$ cat src/rtl/brlt_pkg.sv
// ----------------------------------------------------------------------------
// brlt_pkg
// Shared types and codes of the byte range lock table: request and result
// beats, controller commands and datapath status.
// ----------------------------------------------------------------------------
`default_nettype none

package brlt_pkg;

  // request kinds
  localparam logic [1:0] KIND_LOCK   = 2'd0;
  localparam logic [1:0] KIND_UNLOCK = 2'd1;
  localparam logic [1:0] KIND_GET    = 2'd2;
  localparam logic [1:0] KIND_OTHER  = 2'd3;

  // result status codes
  localparam logic [2:0] ST_OK         = 3'd0;
  localparam logic [2:0] ST_WOULDBLOCK = 3'd1;
  localparam logic [2:0] ST_INVALID    = 3'd2;
  localparam logic [2:0] ST_NOSUCH     = 3'd3;
  localparam logic [2:0] ST_FULL       = 3'd4;

  // input beat
  typedef struct packed {
    logic [1:0]  kind;
    logic [31:0] from_node;
    logic [31:0] header_node;
    logic [31:0] request_node;
    logic [63:0] resource_number;
    logic [63:0] lock_owner;
    logic [31:0] process_id;
    logic [63:0] range_start;
    logic [63:0] range_end;
    logic        exclusive;
    logic        may_wait;
  } brlt_in_t;

  // result beat
  typedef struct packed {
    logic [2:0]  status;
    logic        queued;
    logic [63:0] echo_resource;
    logic [63:0] echo_owner;
    logic [63:0] echo_start;
    logic [63:0] echo_end;
  } brlt_out_t;

  // one held lock or one queued waiter
  typedef struct packed {
    logic [63:0] res;
    logic [63:0] owner;
    logic [63:0] start;
    logic [63:0] stop;
    logic [31:0] node;
    logic [31:0] pid;
    logic        ex;
  } brlt_req_t;

  // decoded request class
  typedef enum logic [1:0] {
    CLS_BAD    = 2'd0,
    CLS_GET    = 2'd1,
    CLS_LOCK   = 2'd2,
    CLS_UNLOCK = 2'd3
  } brlt_cls_t;

  // controller to datapath
  typedef struct packed {
    logic       load_in;
    logic       chk_start;
    logic       app_start;
    logic       slot_inc;
    logic       chk_eval;
    logic       app_eval;
    logic       add_step;
    logic       w_clr;
    logic       w_inc;
    logic       push;
    logic       load_waiter;
    logic       shift_start;
    logic       shift_rd;
    logic       shift_step;
    logic       cnt_dec;
    logic       set_status;
    logic [2:0] status;
    logic       set_queued;
  } brlt_cmd_t;

  // datapath to controller
  typedef struct packed {
    brlt_cls_t cls;
    logic      may_wait;
    logic      slot_last;
    logic      done_now;
    logic      conflict;
    logic      known;
    logic      fit;
    logic      q_full;
    logic      w_end;
    logic      w_match;
    logic      adds_left;
    logic      shift_more;
    logic      foreign;
  } brlt_stat_t;

endpackage

`default_nettype wire

$ cat src/rtl/brlt_ctrl.sv
// ----------------------------------------------------------------------------
// brlt_ctrl
// Sequencer of the lock table: decode, check scan, apply scan, inserts,
// waiter grant loop with queue compaction, and the result beat.
// ----------------------------------------------------------------------------
`default_nettype none

module brlt_ctrl import brlt_pkg::*; (
  input  logic       clk,
  input  logic       rst,
  input  logic       in_valid,
  output logic       in_stall,
  output logic       out_valid,
  input  logic       out_stall,
  input  brlt_stat_t stat,
  output brlt_cmd_t  cmd
);

  typedef enum logic [17:0] {
    S_IDLE    = 18'h00001,
    S_DEC     = 18'h00002,
    S_CHK_RD  = 18'h00004,
    S_CHK_EV  = 18'h00008,
    S_CHK_END = 18'h00010,
    S_WSC_CHK = 18'h00020,
    S_WSC_RD  = 18'h00040,
    S_WSC_EV  = 18'h00080,
    S_APP_RD  = 18'h00100,
    S_APP_EV  = 18'h00200,
    S_ADD     = 18'h00400,
    S_GNT_CHK = 18'h00800,
    S_GNT_RD  = 18'h01000,
    S_GNT_EV  = 18'h02000,
    S_SHF_CHK = 18'h04000,
    S_SHF_RD  = 18'h08000,
    S_SHF_EV  = 18'h10000,
    S_RESP    = 18'h20000
  } state_t;

  state_t state, state_next;
  logic   granting, granting_next;

  assign in_stall  = (state != S_IDLE);
  assign out_valid = (state == S_RESP) && !stat.foreign;

  always_ff @(posedge clk) begin
    if (rst) begin
      state    <= S_IDLE;
      granting <= 1'b0;
    end else begin
      state    <= state_next;
      granting <= granting_next;
    end
  end

  always_comb begin
    state_next    = state;
    granting_next = granting;
    cmd           = '0;
    case (state)
      S_IDLE: begin
        if (in_valid) begin
          cmd.load_in = 1'b1;
          state_next  = S_DEC;
        end
      end
      S_DEC: begin
        granting_next = 1'b0;
        case (stat.cls)
          CLS_BAD: begin
            cmd.set_status = 1'b1;
            cmd.status     = ST_INVALID;
            state_next     = S_RESP;
          end
          CLS_GET: state_next = S_RESP;
          default: begin
            cmd.chk_start = 1'b1;
            state_next    = S_CHK_RD;
          end
        endcase
      end
      S_CHK_RD: state_next = S_CHK_EV;
      S_CHK_EV: begin
        cmd.chk_eval = 1'b1;
        if (stat.slot_last) begin
          state_next = S_CHK_END;
        end else begin
          cmd.slot_inc = 1'b1;
          state_next   = S_CHK_RD;
        end
      end
      S_CHK_END: begin
        if (granting) begin
          if (stat.conflict || !stat.fit) begin
            cmd.w_inc  = 1'b1;
            state_next = S_GNT_CHK;
          end else begin
            cmd.app_start = 1'b1;
            state_next    = S_APP_RD;
          end
        end else if (stat.cls == CLS_LOCK) begin
          if (stat.conflict) begin
            state_next     = S_RESP;
            cmd.set_status = 1'b1;
            if (!stat.may_wait) begin
              cmd.status = ST_WOULDBLOCK;
            end else if (stat.q_full) begin
              cmd.status = ST_FULL;
            end else begin
              cmd.status     = ST_OK;
              cmd.push       = 1'b1;
              cmd.set_queued = 1'b1;
            end
          end else if (!stat.fit) begin
            cmd.set_status = 1'b1;
            cmd.status     = ST_FULL;
            state_next     = S_RESP;
          end else begin
            cmd.app_start = 1'b1;
            state_next    = S_APP_RD;
          end
        end else begin
          if (!stat.known) begin
            cmd.w_clr  = 1'b1;
            state_next = S_WSC_CHK;
          end else if (!stat.fit) begin
            cmd.set_status = 1'b1;
            cmd.status     = ST_FULL;
            state_next     = S_RESP;
          end else begin
            cmd.app_start = 1'b1;
            state_next    = S_APP_RD;
          end
        end
      end
      // look for the resource among the waiters
      S_WSC_CHK: begin
        if (stat.w_end) begin
          cmd.set_status = 1'b1;
          cmd.status     = ST_NOSUCH;
          state_next     = S_RESP;
        end else begin
          state_next = S_WSC_RD;
        end
      end
      S_WSC_RD: state_next = S_WSC_EV;
      S_WSC_EV: begin
        if (stat.w_match) begin
          if (stat.fit) begin
            cmd.app_start = 1'b1;
            state_next    = S_APP_RD;
          end else begin
            cmd.set_status = 1'b1;
            cmd.status     = ST_FULL;
            state_next     = S_RESP;
          end
        end else begin
          cmd.w_inc  = 1'b1;
          state_next = S_WSC_CHK;
        end
      end
      S_APP_RD: state_next = S_APP_EV;
      S_APP_EV: begin
        cmd.app_eval = 1'b1;
        if (stat.done_now || stat.slot_last) begin
          state_next = S_ADD;
        end else begin
          cmd.slot_inc = 1'b1;
          state_next   = S_APP_RD;
        end
      end
      S_ADD: begin
        if (stat.adds_left) begin
          cmd.add_step = 1'b1;
        end else if (granting) begin
          cmd.shift_start = 1'b1;
          state_next      = S_SHF_CHK;
        end else begin
          cmd.w_clr     = 1'b1;
          granting_next = 1'b1;
          state_next    = S_GNT_CHK;
        end
      end
      // walk the waiters in order
      S_GNT_CHK: begin
        if (stat.w_end) state_next = S_RESP;
        else state_next = S_GNT_RD;
      end
      S_GNT_RD: state_next = S_GNT_EV;
      S_GNT_EV: begin
        if (stat.w_match) begin
          cmd.load_waiter = 1'b1;
          cmd.chk_start   = 1'b1;
          state_next      = S_CHK_RD;
        end else begin
          cmd.w_inc  = 1'b1;
          state_next = S_GNT_CHK;
        end
      end
      // close the gap left by a granted waiter
      S_SHF_CHK: begin
        if (stat.shift_more) begin
          state_next = S_SHF_RD;
        end else begin
          cmd.cnt_dec = 1'b1;
          state_next  = S_GNT_CHK;
        end
      end
      S_SHF_RD: begin
        cmd.shift_rd = 1'b1;
        state_next   = S_SHF_EV;
      end
      S_SHF_EV: begin
        cmd.shift_step = 1'b1;
        state_next     = S_SHF_CHK;
      end
      S_RESP: begin
        if (stat.foreign || !out_stall) state_next = S_IDLE;
      end
      default: state_next = S_IDLE;
    endcase
  end

endmodule

`default_nettype wire

$ cat config.mk
export PLATFORM = sky130hd
export DESIGN_NAME = brlt_ctrl
export DESIGN_NICKNAME = d
export VERILOG_FILES = /design/src/rtl/brlt_pkg.sv /design/src/rtl/brlt_ctrl.sv
export SDC_FILE = /design/constraint.sdc
export NUM_CORES = 1
export LEC_CHECK = 0
export BUFFER_PORTS_ARGS = -buffer_cell sky130_fd_sc_hd__clkbuf_2
export CAP_MARGIN = 0
export CORE_ASPECT_RATIO = 0.75
export CORE_UTILIZATION = 50
export CTS_BUF_LIST = sky130_fd_sc_hd__clkbuf_16
export CTS_CLUSTER_SIZE = 10
export DETAILED_ROUTE_END_ITERATION = 8
export PLACE_DENSITY = 0.8
export RECOVER_POWER = 25
export REMOVE_ABC_BUFFERS = 1
export SYNTH_ARGS = -nofsm -noshare
export SYNTH_HDL_FRONTEND = slang
export SYNTH_SLANG_ARGS = --single-unit
$ cat constraint.sdc
create_clock -name clk -period 2.9 [get_ports clk]
set_clock_uncertainty 0.2 [all_clocks]
set_input_delay 0.29 -clock clk [delete_from_list [all_inputs] [get_ports clk]]
set_output_delay 0.29 -clock clk [all_outputs]
set_load 0.05 [all_outputs]
Word-level counts from Yosys, hierarchy flattened:

Index checks and enable logic that the tools add are counted.

* flip-flop bits (word level): 19
* input bits: 18
* output and inout port bits: 22
* word-level logic and storage cells: 116

* eq/ne operators: 24
* multiplexer cells: 77
* reductions and logical operators: 13

Operators by type and width (count)
* $pmux 18 s18: 1
* $mux 18: 12
* $mux 1: 41
* $mux 4: 7
* $mux 12: 2
* $eq 18x1->1 const B: 1
* $eq 18x10->1 const B: 1
* $eq 18x11->1 const B: 1
* $eq 18x12->1 const B: 1
* $eq 18x13->1 const B: 1
* $eq 18x14->1 const B: 1
* $eq 18x15->1 const B: 1
* $eq 18x16->1 const B: 1
* $eq 18x17->1 const B: 1
* $eq 18x18->1 const B: 1
* $eq 18x2->1 const B: 1
* $eq 18x3->1 const B: 1
* $eq 18x4->1 const B: 1
* $eq 18x5->1 const B: 1
* $eq 18x6->1 const B: 1
* $eq 18x7->1 const B: 1
* $eq 18x8->1 const B: 1
* $eq 18x9->1 const B: 1
* $ne 18x1->1 const B: 1
* 19 further kinds: 32

Depth between registers and ports, before layout:

* depth in word-level cells: 6
* gate-level depth with buffers: 7
* mapped depth without buffers: 5

Worst setup path before layout:

No wires, ideal clock.

* path type: register -> output
* from: register state[6]
* to: output port cmd[4] (netlist name)
* arrival: 3.051 ns
* data required time: 2.410 ns
* setup slack: -0.641 ns
* stages on the path, launching flop included: 6
* path buffers: 1
* path through: dfxtp_1 > buf_6 > nor4_2 > and4_1 > nand2_1 > o311ai_0

RTL lines
* start: declaration: RTL line brlt_ctrl.sv:40 `state_t state, state_next;`
* start signal: assignment: RTL line brlt_ctrl.sv:51 `state <= state_next;`
* end: declaration: RTL line brlt_ctrl.sv:16 `output brlt_cmd_t cmd`

==> impl_metrics.json <==
{
  "run_status": "finished, final reports clean",
  "h-tree-depth": 1,
  "antenna_found_initial": 0,
  "globalplace.congestion": 0.999,
  "die_x_um": 62.3,
  "synth_seq_cells": 19,
  "rows": 15,
  "synth_top_cell_area_share_pct": 27.9,
  "layout-drive-gt1-share_pct": 30.0,
  "clockBufferDepth": 2,
  "ios": 40,
  "clock_latency_ns": 0.25,
  "start_util_pct": 55.8,
  "cp_max_fo": 6,
  "synth_cell_types": 48,
  "fillers": 191,
  "crit_buf_inv": 3,
  "final_nets": 236,
  "yosys_warnings": 0,
  "drc_errors": 0,
  "synth_flop_cell": "dfxtp_1",
  "fin_area_um2": 1730,
  "async_reset_ff_share_pct": 0,
  "first_global_vias": 1412,
  "setup_tns_ns": 0,
  "vias": 1584,
  "die_h_um": 47.2,
  "synth-seq-area-share_pct": 27.9,
  "syn-cell-area_um2": 1360,
  "crit_path_start_kind": "flop",
  "yosysTopAreaCell": "dfxtp_1",
  "num_antenna_cells": 0,
  "syn_area_per_cell_um2": 7.97,
  "relSlewSlack_pct": 48.3,
  "cts_buffers": 3,
  "wl_per_cell_um": 16.3,
  "max_freq_ghz": 0.363,
  "dieArea_um2": 2940,
  "post_dp_cell_area_um2": 1600,
  "drt-pass1-iter-count": 6,
  "vdd_drop_max_uv": 334,
  "hold_ws_ns": 0.0935,
  "cts-root-buf": "clkbuf_16",
  "min-delay-path-class": "in2reg",
  "areaGrowthSynthToFinish_pct": 26.8,
  "crit_slowest_cell": "dfxtp_1",
  "slew_violations": 0,
  "finalSetupViolCount": 0,
  "io_buffers": 39,
  "grt_pass1_wl_mm": 6.49,
  "track_usage_pct": 29.0,
  "synth_edf_count": 0,
  "hold_viol_final": 0,
  "crit_chain": "nor4_4 -> buf_4 -> and4_1 -> nand4b_1 -> or2_2 -> inv_1 -> clkbuf_2",
  "slowest_delay_ns": 0.39,
  "via_per_inst": 6.31,
  "core_um2": 2440,
  "max-cap-violations": 0,
  "grt_max_degree": 13,
  "syn_inst": 171,
  "clk_pin_slew_ns": 0.06,
  "cts_tree": "built",
  "dr.first_iter.drc_count": 145,
  "synth_area_leaders": "dfxtp_1, nor2_1, nor4b_1",
  "grt_remaining_overflow": 0,
  "cts.sink_count": 19,
  "drt_wl_total_mm": 4.10,
  "endpoint_kind": "output port",
  "criticalPathCategory": "reg2out",
  "min_period_over_period_pct": 94.9,
  "cp_top_family": "simple AND/OR/NAND/NOR gates",
  "arrival_ns": 2.26,
  "drtAntennaViolNets": 0,
  "tightest_slew_ns": 0.755,
  "worst_ep_required_time_ns": 2.41,
  "p_leak_nw": 0.792,
  "p_per_area_nw_per_um2": 393,
  "hpwl_mm": 2.99,
  "post-route-min-period_ns": 2.75
}
per-stage QoR:
step / setup slack [ns] / utilization (%) / power (mW) / std cells
5_1_grt: -0.0207 / 70.8 / 0.705 / 251
3_5_place_dp: 0.275 / 65.6 / 0.378 / 244
3_3_place_gp: 0.425 / 65.6 / 0.375 / 244
4_1_cts: 0.0549 / 69.2 / 0.667 / 248
2_1_floorplan: -1.10 / - / 0.337 / 166
6_report: 0.147 / 70.8 / 0.678 / 251
logic make-up after synthesis:
group                  synth area share, %
AND/OR/NAND/NOR                       44.8
AO/OA/AOI/OAI                         17.5
flip-flops                            27.9
buffers and inverters                 5.79
XOR/XNOR                              3.21
multiplexers                         0.735
report_power, final:
part,switching [mW],leakage [nW],internal [mW]
Combinational,0.0723,0.601,0.0428
Sequential,0.00493,0.153,0.264
Clock,0.108,0.0371,0.187
flip-flops by register name (all words and copies together) (netlist names):
register  cells
state        18
granting      1
Yosys cell counts (3+ instances only):
cell type,count
nor4_2,4
nor3_1,7
nor4b_1,8
inv_1,11
o31ai_1,3
a21oi_1,9
nand4b_1,6
nand3_1,3
or4b_2,3
o21ai_0,10
and4_1,4
xor2_1,5
dfxtp_1,19
nor2_1,21
nor2b_1,3
nand2_1,11
nand4_1,6
and3_1,3
final timing paths:
path,to,start,slack (ns),cells past startpoint
max reg2reg,state[2],state[12],0.35,6
max,cmd[5],state[8],0.15,7
min,state[15],stat[1],0.09,2
min reg2reg,granting,granting,0.40,2
placed cells by master, fill, tap and decap left out, types with 4 or more instances in the layout:
cell type  netlist  layout
clkbuf_2         0      37
nor2_1          21      21
dfxtp_1         19      19
inv_1           11      11
nand2_1         11      11
o21ai_0         10      10
a21oi_1          9       9
nor4b_1          8       8
buf_4            1       8
nand4b_1         6       6
nand4_1          6       6
nor3_1           7       6
xor2_1           5       5
and4_1           4       4
timing repair:
action | CTS | global route
setup endpoints to repair | 2 | 10
pin swaps | 0 | 1
gates cloned | 0 | 0
hold buffers | 0 | 0
setup buffers | 0 | 3
gates resized for setup | 1 | 4
routing by layer:
layer | up-vias | wire length [um] | track usage [%]
met5 | - | 0 | 0
met1 | 726 | 1740 | 36.9
met3 | 12 | 464 | 9.47
met2 | 103 | 1830 | 47.0
li1 | 743 | - | -
met4 | 0 | 68 | 11.2
cell type report:
class	count	area (um2)	share of cell area, %
clock buffers	3	75.1	4.34
clock inverters	1	7.51	0.434
inverters	11	41.3	2.39
multi-input cells	136	926	53.6
flip-flops and latches	19	380	22.0
well taps	34	42.5	2.46
repair buffers	47	255	14.8
No activity file was read; power rests on OpenSTA's default activity.
